File: src/hw/rtl/spcm_pkg.sv
`timescale 1ns / 1ps
`default_nettype none
// ----------------------------------------------------------------------------
// spcm_pkg
// Shared widths, payload words and command codes of the peaking-cut mixer.
// ----------------------------------------------------------------------------
package spcm_pkg;

    localparam int SAMPLE_BITS    = 24;
    localparam int COEF_BITS      = 25;
    localparam int COEF_FRAC_BITS = 22;
    localparam int FILT_BITS      = SAMPLE_BITS + 2;
    localparam int AMOUNT_BITS    = 25;
    localparam int AMOUNT_FRAC    = 24;
    localparam int TARGET_BITS    = 17;
    localparam int TARGET_SHIFT   = AMOUNT_FRAC - (TARGET_BITS - 1);
    localparam int CFG_IDX_BITS   = 3;
    localparam int CFG_DATA_BITS  = 25;

    localparam int MUL_A_BITS = FILT_BITS + 1;
    localparam int MUL_B_BITS = COEF_BITS + 1;
    localparam int PROD_BITS  = MUL_A_BITS + MUL_B_BITS;
    localparam int ACC_BITS   = PROD_BITS + 3;

    typedef struct packed {
        logic signed [SAMPLE_BITS-1:0] sample_in;
        logic [TARGET_BITS-1:0]        blend_target;
        logic                          end_of_block;
    } t_in_word;

    typedef struct packed {
        logic signed [SAMPLE_BITS-1:0] sample_out;
        logic                          end_of_block_out;
    } t_out_word;

    typedef enum logic [CFG_IDX_BITS-1:0] {
        CFG_B0     = 3'd0,
        CFG_B1     = 3'd1,
        CFG_B2     = 3'd2,
        CFG_A1     = 3'd3,
        CFG_A2     = 3'd4,
        CFG_SMOOTH = 3'd5
    } t_cfg_idx;

    typedef enum logic [2:0] {
        MS_B0,
        MS_B1,
        MS_B2,
        MS_A1,
        MS_A2,
        MS_SMO,
        MS_MIX
    } t_mul_sel;

    typedef enum logic [1:0] {
        ACC_HOLD,
        ACC_LOAD,
        ACC_ADD,
        ACC_SUB
    } t_acc_op;

    typedef struct packed {
        logic     load_in;
        logic     mul_en;
        t_mul_sel mul_sel;
        t_acc_op  acc_op;
        logic     upd_state;
        logic     load_out;
    } t_dp_cmd;

endpackage
`default_nettype wire

File: src/hw/rtl/spcm_ctrl.sv
`timescale 1ns / 1ps
`default_nettype none
// ----------------------------------------------------------------------------
// spcm_ctrl
// Sequencer: steps the shared multiplier through the filter taps, the
// smoother and the mix, and owns the input and output handshakes.
// ----------------------------------------------------------------------------
module spcm_ctrl (
    input  wire               i_clk,
    input  wire               i_rst_n,
    input  wire               i_in_valid,
    output logic              o_in_ready,
    output logic              o_out_valid,
    input  wire               i_out_ready,
    output spcm_pkg::t_dp_cmd o_cmd
);
    import spcm_pkg::*;

    typedef enum logic [3:0] {
        S_IDLE,
        S_B0,
        S_B1,
        S_B2,
        S_A1,
        S_A2,
        S_SMO,
        S_UPD,
        S_MIX,
        S_RES
    } t_state;

    t_state r_state;
    t_state n_state;
    logic   r_out_valid;
    logic   n_out_valid;
    t_dp_cmd cmd;

    always_comb begin
        cmd         = '0;
        cmd.mul_sel = MS_B0;
        cmd.acc_op  = ACC_HOLD;
        n_state     = r_state;
        unique case (r_state)
            S_IDLE: begin
                cmd.load_in = i_in_valid;
                if (i_in_valid) begin
                    n_state = S_B0;
                end
            end
            S_B0: begin
                cmd.mul_en  = 1'b1;
                cmd.mul_sel = MS_B0;
                n_state     = S_B1;
            end
            S_B1: begin
                cmd.mul_en  = 1'b1;
                cmd.mul_sel = MS_B1;
                cmd.acc_op  = ACC_LOAD;
                n_state     = S_B2;
            end
            S_B2: begin
                cmd.mul_en  = 1'b1;
                cmd.mul_sel = MS_B2;
                cmd.acc_op  = ACC_ADD;
                n_state     = S_A1;
            end
            S_A1: begin
                cmd.mul_en  = 1'b1;
                cmd.mul_sel = MS_A1;
                cmd.acc_op  = ACC_ADD;
                n_state     = S_A2;
            end
            S_A2: begin
                cmd.mul_en  = 1'b1;
                cmd.mul_sel = MS_A2;
                cmd.acc_op  = ACC_SUB;
                n_state     = S_SMO;
            end
            S_SMO: begin
                cmd.mul_en  = 1'b1;
                cmd.mul_sel = MS_SMO;
                cmd.acc_op  = ACC_SUB;
                n_state     = S_UPD;
            end
            S_UPD: begin
                cmd.upd_state = 1'b1;
                n_state       = S_MIX;
            end
            S_MIX: begin
                cmd.mul_en  = 1'b1;
                cmd.mul_sel = MS_MIX;
                n_state     = S_RES;
            end
            S_RES: begin
                cmd.load_out = !r_out_valid || i_out_ready;
                if (!r_out_valid || i_out_ready) begin
                    n_state = S_IDLE;
                end
            end
            default: n_state = S_IDLE;
        endcase
    end

    always_comb begin
        n_out_valid = r_out_valid;
        if (cmd.load_out) begin
            n_out_valid = 1'b1;
        end else if (i_out_ready) begin
            n_out_valid = 1'b0;
        end
    end

    always_ff @(posedge i_clk) begin
        if (!i_rst_n) begin
            r_state     <= S_IDLE;
            r_out_valid <= 1'b0;
        end else begin
            r_state     <= n_state;
            r_out_valid <= n_out_valid;
        end
    end

    assign o_in_ready  = (r_state == S_IDLE);
    assign o_out_valid = r_out_valid;
    assign o_cmd       = cmd;

endmodule
`default_nettype wire

File: src/hw/rtl/spcm_dp.sv
`timescale 1ns / 1ps
`default_nettype none
// ----------------------------------------------------------------------------
// spcm_dp
// Datapath: coefficient registers, filter and smoother state, one shared
// signed multiplier, accumulator, rounding and saturation, output word.
// ----------------------------------------------------------------------------
module spcm_dp (
    input  wire                                  i_clk,
    input  wire                                  i_rst_n,
    input  wire                                  i_cfg_wr_en,
    input  wire [spcm_pkg::CFG_IDX_BITS-1:0]     i_cfg_index,
    input  wire [spcm_pkg::CFG_DATA_BITS-1:0]    i_cfg_wdata,
    input  spcm_pkg::t_in_word                   i_in_word,
    input  spcm_pkg::t_dp_cmd                    i_cmd,
    output spcm_pkg::t_out_word                  o_out_word
);
    import spcm_pkg::*;

    localparam logic [AMOUNT_BITS-1:0] AMOUNT_ONE = AMOUNT_BITS'(1) << AMOUNT_FRAC;
    localparam logic [TARGET_BITS-1:0] TARGET_ONE = TARGET_BITS'(1) << (TARGET_BITS - 1);
    localparam logic signed [COEF_BITS-1:0] B0_RESET = COEF_BITS'(1) << COEF_FRAC_BITS;
    localparam logic [AMOUNT_BITS-1:0] SMOOTH_RESET = AMOUNT_BITS'(19406);

    localparam logic signed [ACC_BITS-1:0] ACC_HALF =
        ACC_BITS'(1) << (COEF_FRAC_BITS - 1);
    localparam logic signed [PROD_BITS-1:0] PROD_HALF =
        PROD_BITS'(1) << (AMOUNT_FRAC - 1);
    localparam logic signed [ACC_BITS-1:0] Y_MAX =
        {{(ACC_BITS-FILT_BITS+1){1'b0}}, {(FILT_BITS-1){1'b1}}};
    localparam logic signed [ACC_BITS-1:0] Y_MIN =
        {{(ACC_BITS-FILT_BITS+1){1'b1}}, {(FILT_BITS-1){1'b0}}};
    localparam logic signed [PROD_BITS-1:0] S_MAX =
        {{(PROD_BITS-SAMPLE_BITS+1){1'b0}}, {(SAMPLE_BITS-1){1'b1}}};
    localparam logic signed [PROD_BITS-1:0] S_MIN =
        {{(PROD_BITS-SAMPLE_BITS+1){1'b1}}, {(SAMPLE_BITS-1){1'b0}}};
    localparam logic signed [PROD_BITS-1:0] AMT_ONE_EXT = PROD_BITS'(AMOUNT_ONE);

    logic signed [COEF_BITS-1:0]   r_b0, r_b1, r_b2, r_a1, r_a2;
    logic [AMOUNT_BITS-1:0]        r_factor;

    logic signed [SAMPLE_BITS-1:0] r_x1, r_x2;
    logic signed [FILT_BITS-1:0]   r_y1, r_y2;
    logic [AMOUNT_BITS-1:0]        r_amount;

    logic signed [SAMPLE_BITS-1:0] r_x;
    logic [AMOUNT_BITS-1:0]        r_target;
    logic                          r_eob;
    logic signed [PROD_BITS-1:0]   r_prod;
    logic signed [ACC_BITS-1:0]    r_acc;
    t_out_word                     r_out_word;

    logic [TARGET_BITS-1:0]        target_c;
    logic [AMOUNT_BITS-1:0]        factor_c;
    logic signed [FILT_BITS-1:0]   smo_diff;
    logic signed [MUL_A_BITS-1:0]  op_a;
    logic signed [MUL_B_BITS-1:0]  op_b;
    logic signed [PROD_BITS-1:0]   prod;
    logic signed [ACC_BITS-1:0]    acc_sh;
    logic signed [FILT_BITS-1:0]   y_sat;
    logic signed [PROD_BITS-1:0]   prod_step;
    logic signed [PROD_BITS-1:0]   amt_sum;
    logic [AMOUNT_BITS-1:0]        amt_new;
    logic signed [PROD_BITS-1:0]   res_sum;
    logic signed [SAMPLE_BITS-1:0] res_sat;

    // configuration
    always_ff @(posedge i_clk) begin
        if (!i_rst_n) begin
            r_b0     <= B0_RESET;
            r_b1     <= '0;
            r_b2     <= '0;
            r_a1     <= '0;
            r_a2     <= '0;
            r_factor <= SMOOTH_RESET;
        end else if (i_cfg_wr_en) begin
            unique case (t_cfg_idx'(i_cfg_index))
                CFG_B0:     r_b0     <= $signed(i_cfg_wdata);
                CFG_B1:     r_b1     <= $signed(i_cfg_wdata);
                CFG_B2:     r_b2     <= $signed(i_cfg_wdata);
                CFG_A1:     r_a1     <= $signed(i_cfg_wdata);
                CFG_A2:     r_a2     <= $signed(i_cfg_wdata);
                CFG_SMOOTH: r_factor <= i_cfg_wdata;
                default: ;
            endcase
        end
    end

    assign target_c = (i_in_word.blend_target > TARGET_ONE) ? TARGET_ONE
                                                            : i_in_word.blend_target;
    assign factor_c = (r_factor > AMOUNT_ONE) ? AMOUNT_ONE : r_factor;
    assign smo_diff = $signed({1'b0, r_target}) - $signed({1'b0, r_amount});

    always_comb begin
        case (i_cmd.mul_sel)
            MS_B0: begin
                op_a = MUL_A_BITS'(r_x);
                op_b = MUL_B_BITS'(r_b0);
            end
            MS_B1: begin
                op_a = MUL_A_BITS'(r_x1);
                op_b = MUL_B_BITS'(r_b1);
            end
            MS_B2: begin
                op_a = MUL_A_BITS'(r_x2);
                op_b = MUL_B_BITS'(r_b2);
            end
            MS_A1: begin
                op_a = MUL_A_BITS'(r_y1);
                op_b = MUL_B_BITS'(r_a1);
            end
            MS_A2: begin
                op_a = MUL_A_BITS'(r_y2);
                op_b = MUL_B_BITS'(r_a2);
            end
            MS_SMO: begin
                op_a = MUL_A_BITS'(smo_diff);
                op_b = $signed({1'b0, factor_c});
            end
            MS_MIX: begin
                op_a = MUL_A_BITS'(r_y1) - MUL_A_BITS'(r_x);
                op_b = $signed({1'b0, r_amount});
            end
            default: begin
                op_a = '0;
                op_b = '0;
            end
        endcase
    end

    assign prod = op_a * op_b;

    // filter output: round at the coefficient point, saturate
    assign acc_sh = (r_acc + ACC_HALF) >>> COEF_FRAC_BITS;
    always_comb begin
        if (acc_sh > Y_MAX) begin
            y_sat = Y_MAX[FILT_BITS-1:0];
        end else if (acc_sh < Y_MIN) begin
            y_sat = Y_MIN[FILT_BITS-1:0];
        end else begin
            y_sat = acc_sh[FILT_BITS-1:0];
        end
    end

    // smoother step and mix share the Q1.24 rounding
    assign prod_step = (r_prod + PROD_HALF) >>> AMOUNT_FRAC;
    assign amt_sum   = $signed(PROD_BITS'(r_amount)) + prod_step;
    always_comb begin
        if (amt_sum < 0) begin
            amt_new = '0;
        end else if (amt_sum > AMT_ONE_EXT) begin
            amt_new = AMOUNT_ONE;
        end else begin
            amt_new = amt_sum[AMOUNT_BITS-1:0];
        end
    end

    assign res_sum = PROD_BITS'(r_x) + prod_step;
    always_comb begin
        if (res_sum > S_MAX) begin
            res_sat = S_MAX[SAMPLE_BITS-1:0];
        end else if (res_sum < S_MIN) begin
            res_sat = S_MIN[SAMPLE_BITS-1:0];
        end else begin
            res_sat = res_sum[SAMPLE_BITS-1:0];
        end
    end

    // filter and smoother state
    always_ff @(posedge i_clk) begin
        if (!i_rst_n) begin
            r_x1     <= '0;
            r_x2     <= '0;
            r_y1     <= '0;
            r_y2     <= '0;
            r_amount <= '0;
        end else if (i_cmd.upd_state) begin
            r_x1     <= r_x;
            r_x2     <= r_x1;
            r_y1     <= y_sat;
            r_y2     <= r_y1;
            r_amount <= amt_new;
        end
    end

    // payload
    always_ff @(posedge i_clk) begin
        if (i_cmd.load_in) begin
            r_x      <= i_in_word.sample_in;
            r_target <= {target_c, TARGET_SHIFT'(0)};
            r_eob    <= i_in_word.end_of_block;
        end
        if (i_cmd.mul_en) begin
            r_prod <= prod;
        end
        case (i_cmd.acc_op)
            ACC_LOAD: r_acc <= ACC_BITS'(r_prod);
            ACC_ADD:  r_acc <= r_acc + ACC_BITS'(r_prod);
            ACC_SUB:  r_acc <= r_acc - ACC_BITS'(r_prod);
            default:  r_acc <= r_acc;
        endcase
        if (i_cmd.load_out) begin
            r_out_word.sample_out       <= res_sat;
            r_out_word.end_of_block_out <= r_eob;
        end
    end

    assign o_out_word = r_out_word;

endmodule
`default_nettype wire

File: src/hw/rtl/smoothed_peaking_cut_mixer.sv
`timescale 1ns / 1ps
`default_nettype none
// ----------------------------------------------------------------------------
// smoothed_peaking_cut_mixer
// Direct form I biquad peaking cut with a one-pole smoothed wet/dry blend.
// ----------------------------------------------------------------------------
// Each input word is taken when the block is idle; its result word is loaded
// into the output register once the output side has taken the previous one,
// and only then does the block take the next word, so words are worked one
// at a time. The pace is set by one shared 27x26 signed multiplier that
// forms seven products per sample (five filter taps, the smoother step and
// the mix), each product registered before it is accumulated or rounded. The
// output register lets a finished word wait while the next one is taken in.
// Coefficient writes go straight to their registers.
module smoothed_peaking_cut_mixer (
    input  wire                                  i_clk,
    input  wire                                  i_rst_n,
    input  wire                                  i_cfg_wr_en,
    input  wire [spcm_pkg::CFG_IDX_BITS-1:0]     i_cfg_index,
    input  wire [spcm_pkg::CFG_DATA_BITS-1:0]    i_cfg_wdata,
    input  wire                                  i_in_valid,
    output logic                                 o_in_ready,
    input  spcm_pkg::t_in_word                   i_in_word,
    output logic                                 o_out_valid,
    input  wire                                  i_out_ready,
    output spcm_pkg::t_out_word                  o_out_word
);
    import spcm_pkg::*;

    t_dp_cmd w_cmd;

    spcm_ctrl u_ctrl (
        .i_clk       (i_clk),
        .i_rst_n     (i_rst_n),
        .i_in_valid  (i_in_valid),
        .o_in_ready  (o_in_ready),
        .o_out_valid (o_out_valid),
        .i_out_ready (i_out_ready),
        .o_cmd       (w_cmd)
    );

    spcm_dp u_dp (
        .i_clk       (i_clk),
        .i_rst_n     (i_rst_n),
        .i_cfg_wr_en (i_cfg_wr_en),
        .i_cfg_index (i_cfg_index),
        .i_cfg_wdata (i_cfg_wdata),
        .i_in_word   (i_in_word),
        .i_cmd       (w_cmd),
        .o_out_word  (o_out_word)
    );

    a_busy_after_accept: assert property (@(posedge i_clk) disable iff (!i_rst_n)
        (i_in_valid && o_in_ready) |=> !o_in_ready)
        else $error("block still ready after taking a word");

    a_idle_on_result: assert property (@(posedge i_clk) disable iff (!i_rst_n)
        $rose(o_out_valid) |-> o_in_ready)
        else $error("result shown while sequencer still busy");

    a_no_overwrite: assert property (@(posedge i_clk) disable iff (!i_rst_n)
        w_cmd.load_out |-> (!o_out_valid || i_out_ready))
        else $error("pending output word overwritten");

endmodule
`default_nettype wire

File: config.mk
export PLATFORM = sky130hd
export DESIGN_NAME = smoothed_peaking_cut_mixer
export DESIGN_NICKNAME = d
export VERILOG_FILES = /design/src/hw/rtl/spcm_pkg.sv /design/src/hw/rtl/spcm_ctrl.sv /design/src/hw/rtl/spcm_dp.sv /design/src/hw/rtl/smoothed_peaking_cut_mixer.sv
export SDC_FILE = /design/constraint.sdc
export NUM_CORES = 2
export LEC_CHECK = 0
export ABC_AREA = 1
export BUFFER_PORTS_ARGS = -buffer_cell sky130_fd_sc_hd__clkbuf_2
export CORE_MARGIN = 3
export CORE_UTILIZATION = 50
export CTS_CLUSTER_SIZE = 28
export DETAILED_ROUTE_END_ITERATION = 8
export PLACE_DENSITY = 0.68
export SLEW_MARGIN = 30
export SYNTH_ARGS = -nofsm -noshare
export SYNTH_HDL_FRONTEND = slang
export SYNTH_HIERARCHICAL = 1
export SYNTH_SLANG_ARGS = --single-unit
File: constraint.sdc
create_clock -name i_clk -period 24.3 [get_ports i_clk]
set_clock_uncertainty 0.05 [all_clocks]
set_input_delay 3.645 -clock i_clk [delete_from_list [all_inputs] [get_ports i_clk]]
set_output_delay 3.645 -clock i_clk [all_outputs]
set_load 0.005 [all_outputs]
# After elaboration in Yosys (flattened, before gate mapping)
# Cells that the tools add are included.
[word_totals] ff_bits=456 inputBits=75 output_inout_bits=27 wordCells=97
[classes] add_sub_neg=8 n_mul=1 n_lt_le_gt_ge=8 eq_ne=25 mux=19 n_reduce_logical=16
[ops] operator="one-hot mux 27 bit (7 select lines)" count=1
[ops] operator="one-hot mux 26 bit (7 select lines)" count=1
[ops] operator="one-hot mux 56 bit (3 select lines)" count=1
[ops] operator="two-way mux 25 bit" count=3
[ops] operator="adder 56 x 23 -> 56 bit, second input constant" count=1
[ops] operator="adder 56 x 53 -> 56 bit" count=1
[ops] operator="subtractor 56 x 53 -> 56 bit" count=1
[ops] operator="adder 53 x 25 -> 53 bit, second input constant" count=1
[ops] operator="greater-than comparator 53 x 24 -> 1 bit, second input constant" count=1
[ops] operator="greater-than comparator 53 x 26 -> 1 bit, second input constant" count=1
[ops] operator="less-than comparator 53 x 1 -> 1 bit, second input constant" count=1
[ops] operator="less-than comparator 53 x 24 -> 1 bit, second input constant" count=1
[ops] operator="multiplier 27 x 26 -> 53 bit" count=1
[ops] operator="two-way mux 26 bit" count=2
[ops] operator="one-hot mux 4 bit (10 select lines)" count=1
[ops] operator="greater-than comparator 34 x 26 -> 1 bit, second input constant" count=1
[ops] operator="less-than comparator 34 x 26 -> 1 bit, second input constant" count=1
[ops] operator="adder 24 x 29 -> 30 bit" count=1
[ops] operator="adder 26 x 29 -> 30 bit" count=1
[ops] operator="one-hot mux 4 bit (7 select lines)" count=1
[ops] operator="subtractor 26 x 24 -> 27 bit" count=1
[ops] operator="subtractor 25 x 25 -> 26 bit" count=1
[ops] operator="greater-than comparator 25 bit, second input constant" count=1
[ops] operator="two-way mux 24 bit" count=1
[ops] operator="other kinds (23)" count=50

# Logic depth before layout (Yosys ltp)
[depth] depth_word=5 ltp_mapped=46

# Modules after synthesis
# The synthesis kept the hierarchy.
[modules_own_cells] mod="spcm_dp" n_inst=1 cells_per_inst=7501 area_per_inst_um2=56524.2
[modules_own_cells] mod="spcm_ctrl" n_inst=1 cells_per_inst=54 area_per_inst_um2=327.8

# Least setup slack after synthesis
# OpenSTA, ideal clock, no wires.
[synth_path] path_type="register to register" start="register u_dp.r_x[0]" end="register u_dp.r_prod[52] (data pin)" setup_time_ns=0.260 t_arrival_ns=8.321 required_time_ns=23.990 setup_slack_ns=15.669 stages_incl_launch_ff=39 n_path_buf=1 cell_sequence="edfxtp_1 -> ha_1 -> fa_1 -> nor2_1 -> o21ai_0 -> nand2_1 -> nand3_1 -> nand3_1 -> nand2_1 -> nand2_1 -> nand2_1 -> nand2_1 -> nand2_1 -> nand2_1 -> nand2_1 -> o211ai_1 -> nand2_1 -> buf_2 -> [3 not listed] -> inv_1 -> fa_1 -> fa_1 -> inv_1 -> fa_1 -> fa_1 -> fa_1 -> inv_1 -> fa_1 -> inv_1 -> ha_1 -> nand2_1 -> o21ai_0 -> a21oi_1 -> o311a_1 -> nand2_1 -> a41oi_1 -> xnor2_1"
[synth_between] elab_chain_len=3
[synth_lines] element="from (decl)" line_no="spcm_dp.sv:46" rtl="logic signed [SAMPLE_BITS-1:0] r_x;"
[synth_lines] element="from (signal assigned)" line_no="spcm_dp.sv:189" rtl="r_x <= i_in_word.sample_in;"
[synth_lines] element="subtractor 26 x 24 -> 27 bit" line_no="spcm_dp.sv:121" rtl="op_a = MUL_A_BITS'(r_y1) - MUL_A_BITS'(r_x);"
[synth_lines] element="one-hot mux 27 bit (7 select lines) *" line_no="spcm_dp.sv:95" rtl="case (i_cmd.mul_sel)"
[synth_lines] element="multiplier 27 x 26 -> 53 bit *" line_no="spcm_dp.sv:131" rtl="assign prod = op_a * op_b;"
[synth_lines] element="net u_dp.prod[52]" line_no="spcm_dp.sv:58" rtl="logic signed [PROD_BITS-1:0] prod;"
[synth_lines] element="to (signal assigned)" line_no="spcm_dp.sv:194" rtl="r_prod <= prod;"
[synth_lines] element="to (decl)" line_no="spcm_dp.sv:49" rtl="logic signed [PROD_BITS-1:0] r_prod;"
# The timed path passes the listed nets; every way through them passes the cells marked *.
# A chain may end at the register's enable or synchronous reset.

==> results.json <==
{
  "routed_wl_um": 195900,
  "cts_hold_buf": 0,
  "critPathKind": "flip-flop to flip-flop",
  "grt_first_pass_wirelength_um": 299600,
  "io_pins": 102,
  "p_comb_frac": 0.654,
  "seqPwrFrac": 0.201,
  "dieHeight_um": 343.2,
  "ant_nets": 0,
  "finalCritPeriodShare": 0.4485,
  "hold_slack_ps": 370.9,
  "grt_setup_unrepaired": "no",
  "ir_drop_mv": 0.06688,
  "async_flop_share": 0,
  "final_nets": 8644,
  "switching_share": 0.5324,
  "io_buffers": 101,
  "synth-main-ff-cell": "dfxtp_1",
  "drive_gt1_frac": 0.06262,
  "crit_arrival_ps": 11220,
  "cp_max_fo": 34,
  "dr.pass1.iters": 6,
  "yosys_warnings": 6,
  "power.density_nw_per_um2": 97.78,
  "cts_tree": "built",
  "fin_setup_tns_ps": 0,
  "tritoncts.num_buffers": 53,
  "synth_seq_cells": 456,
  "p_int_mw": 2.773,
  "syn_avg_cell_area_sq_um": 7.525,
  "p_switching_mw": 3.157,
  "critical_path.max_stage_delay_ps": 740,
  "leakage_nw": 30.18,
  "htree_levels": 2,
  "status": "completed",
  "synth_edf_count": 176,
  "cts_setup_buffers": 0,
  "synthesis.nets": 8673,
  "hold_violations": 0,
  "cts-resized-gates": 0,
  "via_count": 50840,
  "placementRows": 123,
  "first_iter_violations": 4848,
  "clock-sinks": 456,
  "pwr-share-clk": 0.146,
  "synth_seq_area_share": 0.1916,
  "core_sq_um": 112700,
  "grt_overflow_total": 0,
  "drv_cap": 0,
  "crit_path_top_delay_cell": "fa_1",
  "drc": 0,
  "initial_core_util": 0.5047,
  "cts_root_buf": "clkbuf_16",
  "grt_pass1_vias": 50670,
  "insertion_delay_ps": 660,
  "endpoint_kind": "flip-flop",
  "grt_antenna_before_repair": 7,
  "syn_inst": 7555,
  "max_freq_ghz": 0.09175,
  "cpMostUsedCell": "fa_1",
  "finalMaxSlewViolations": 0,
  "fin_crit_ps": 10900,
  "wl_per_cell_um": 21.60,
  "yosysUniqueCellTypes": 70,
  "fin_area_sq_um": 60640,
  "syn-cell-area_sq_um": 56850,
  "crit_path_start_kind": "flip-flop",
  "holdCritPathClass": "flip-flop to flip-flop",
  "postPlaceCellArea_sq_um": 58730,
  "grt_max_degree": 136,
  "cts_max_path_buffers": 3,
  "path_clk_slew_ps": 70,
  "die-width_um": 343.2,
  "gp_congestion": 1.000,
  "via_per_inst": 5.605,
  "finalSetupViolCount": 0,
  "synthToLayoutAreaGrowth_pct": 6.666,
  "relSlewSlack": 0.3230,
  "dp_hpwl_um": 152600,
  "die_area_sq_um": 117800,
  "crit_required_ps": 24620,
  "tightest_slew_ps": 1014,
  "final_core_util": 0.5383,
  "grtUsageTotal": 0.3329
}
[sequential cells by signal, indices dropped and copies added, names as in the netlist, 25 cells and up]
register         flops
u_dp/r_b1           25
u_dp/r_prod         53
u_dp/r_a1           25
u_dp/o_out_word     25
u_dp/r_y2           26
u_dp/r_acc          56
u_dp/r_factor       25
u_dp/r_amount       25
u_dp/r_b0           25
u_dp/r_b2           25
u_dp/r_a2           25
u_dp/r_y1           26
[layout by cell type (no fill, tap or decap), drive strengths merged, types with 12 or more instances in the layout]
cell	instances
inv	1548
nand2	1436
nor2	980
fa	739
o21ai	493
a21oi	412
ha	304
dfxtp	280
nand3	263
edfxtp	176
clkbuf	168
xor2	152
buf	75
nor3	73
xnor2	55
nand4	45
or2	45
a221oi	35
a31oi	28
nor4	28
o21bai	23
clkinv	23
a21o	21
o211ai	19
o21a	16
and2	13
a22o	13
o22ai	12
a2111oi	12
o2111ai	12
a21boi	12
[cells by family (layout without fill, tap and decap cells)]
family	after synthesis	count (layout)	synth area share
compound gates	1149	1149	0.1162
xor+xnor	207	207	0.03189
fa+ha+maj	1043	1043	0.3271
buf+inv	1806	1821	0.1226
flops	456	456	0.1916
other cells	0	1	0
simple gates	2894	2894	0.2106
[synthesized netlist by cell type (all sizes together), types with 55 or more instances]
| master | n | area share |
|---|---|---|
| nor2 | 980 | 0.066 |
| edfxtp | 176 | 0.093 |
| xor2 | 152 | 0.023 |
| o21ai | 493 | 0.044 |
| nor3 | 73 | 0.0072 |
| nand3 | 263 | 0.025 |
| fa | 739 | 0.26 |
| xnor2 | 55 | 0.0085 |
| a21oi | 412 | 0.039 |
| dfxtp | 280 | 0.099 |
| ha | 304 | 0.067 |
| clkbuf | 142 | 0.0094 |
| nand2 | 1436 | 0.096 |
| buf | 117 | 0.011 |
| inv | 1540 | 0.10 |
[power by group through the flow]
| stage | clock (mW) | sequential (mW) | combinational [mW] |
|---|---|---|---|
| after floorplan | 0 | 1.08 | 2.72 |
| after global placement | 0 | 1.20 | 3.78 |
| after detailed placement | 0 | 1.20 | 3.81 |
| after CTS | 0.877 | 1.18 | 3.83 |
| after global routing | 0.905 | 1.19 | 4.33 |
| final | 0.863 | 1.19 | 3.88 |
[final timing paths]
kind                                       start                           end  slack (ps)  cells past startpoint
setup / recovery  u_ctrl/r_state[0]$_SDFFE_PN0P_     u_dp/r_prod[52]$_DFFE_PP_       13400                     31
hold / removal              u_dp/r_eob$_DFFE_PP_  u_dp/o_out_word[0]$_DFFE_PP_         370                      0
setup reg to reg  u_ctrl/r_state[0]$_SDFFE_PN0P_     u_dp/r_prod[52]$_DFFE_PP_       13400                     31
hold reg to reg             u_dp/r_eob$_DFFE_PP_  u_dp/o_out_word[0]$_DFFE_PP_         370                      0
[worst max-delay path, delay by kind of cell, from the launching register on]
family	cells	cell delay (ps)
adders and majority gates	8	4180
buffers and inverters	8	2270
and+or+nand+nor	8	1850
AOI/OAI and AO/OA	6	1590
DFF	1	450
xor gates and xnor gates	1	150
[per-stage QoR]
step | setup slack, ps | cells | total power, mW
CTS | 13390 | 9070 | 5.893
finish | 13400 | 9071 | 5.929
detailed placement | 13410 | 8971 | 5.008
global placement | 13230 | 8971 | 4.982
global route | 12680 | 9070 | 6.427
floorplan | 15670 | 7555 | 3.802
[layer usage]
layer / routed length [um] / track usage / vias up / share of wire
met2: 84680 / 0.5107 / 2473 / 0.43
met3: 20470 / 0.07608 / 500 / 0.10
met1: 81020 / 0.4544 / 24470 / 0.41
met5: 43 / 0 / - / 0.00022
li1: - / - / 23390 / -
met4: 9689 / 0.1382 / 6 / 0.049
[cell type report]
class / count / area [sq um]
sequential: 456 / 10890
fill: 10820 / 52010
tap: 1500 / 1877
inverter: 1547 / 5809
antenna: 1 / 2.502
clock inverter: 31 / 405.4
multi-input combinational: 5293 / 39100
clock buffer: 68 / 1485
timing repair buffer: 175 / 1071
No activity file was read; power rests on OpenSTA's default activity.
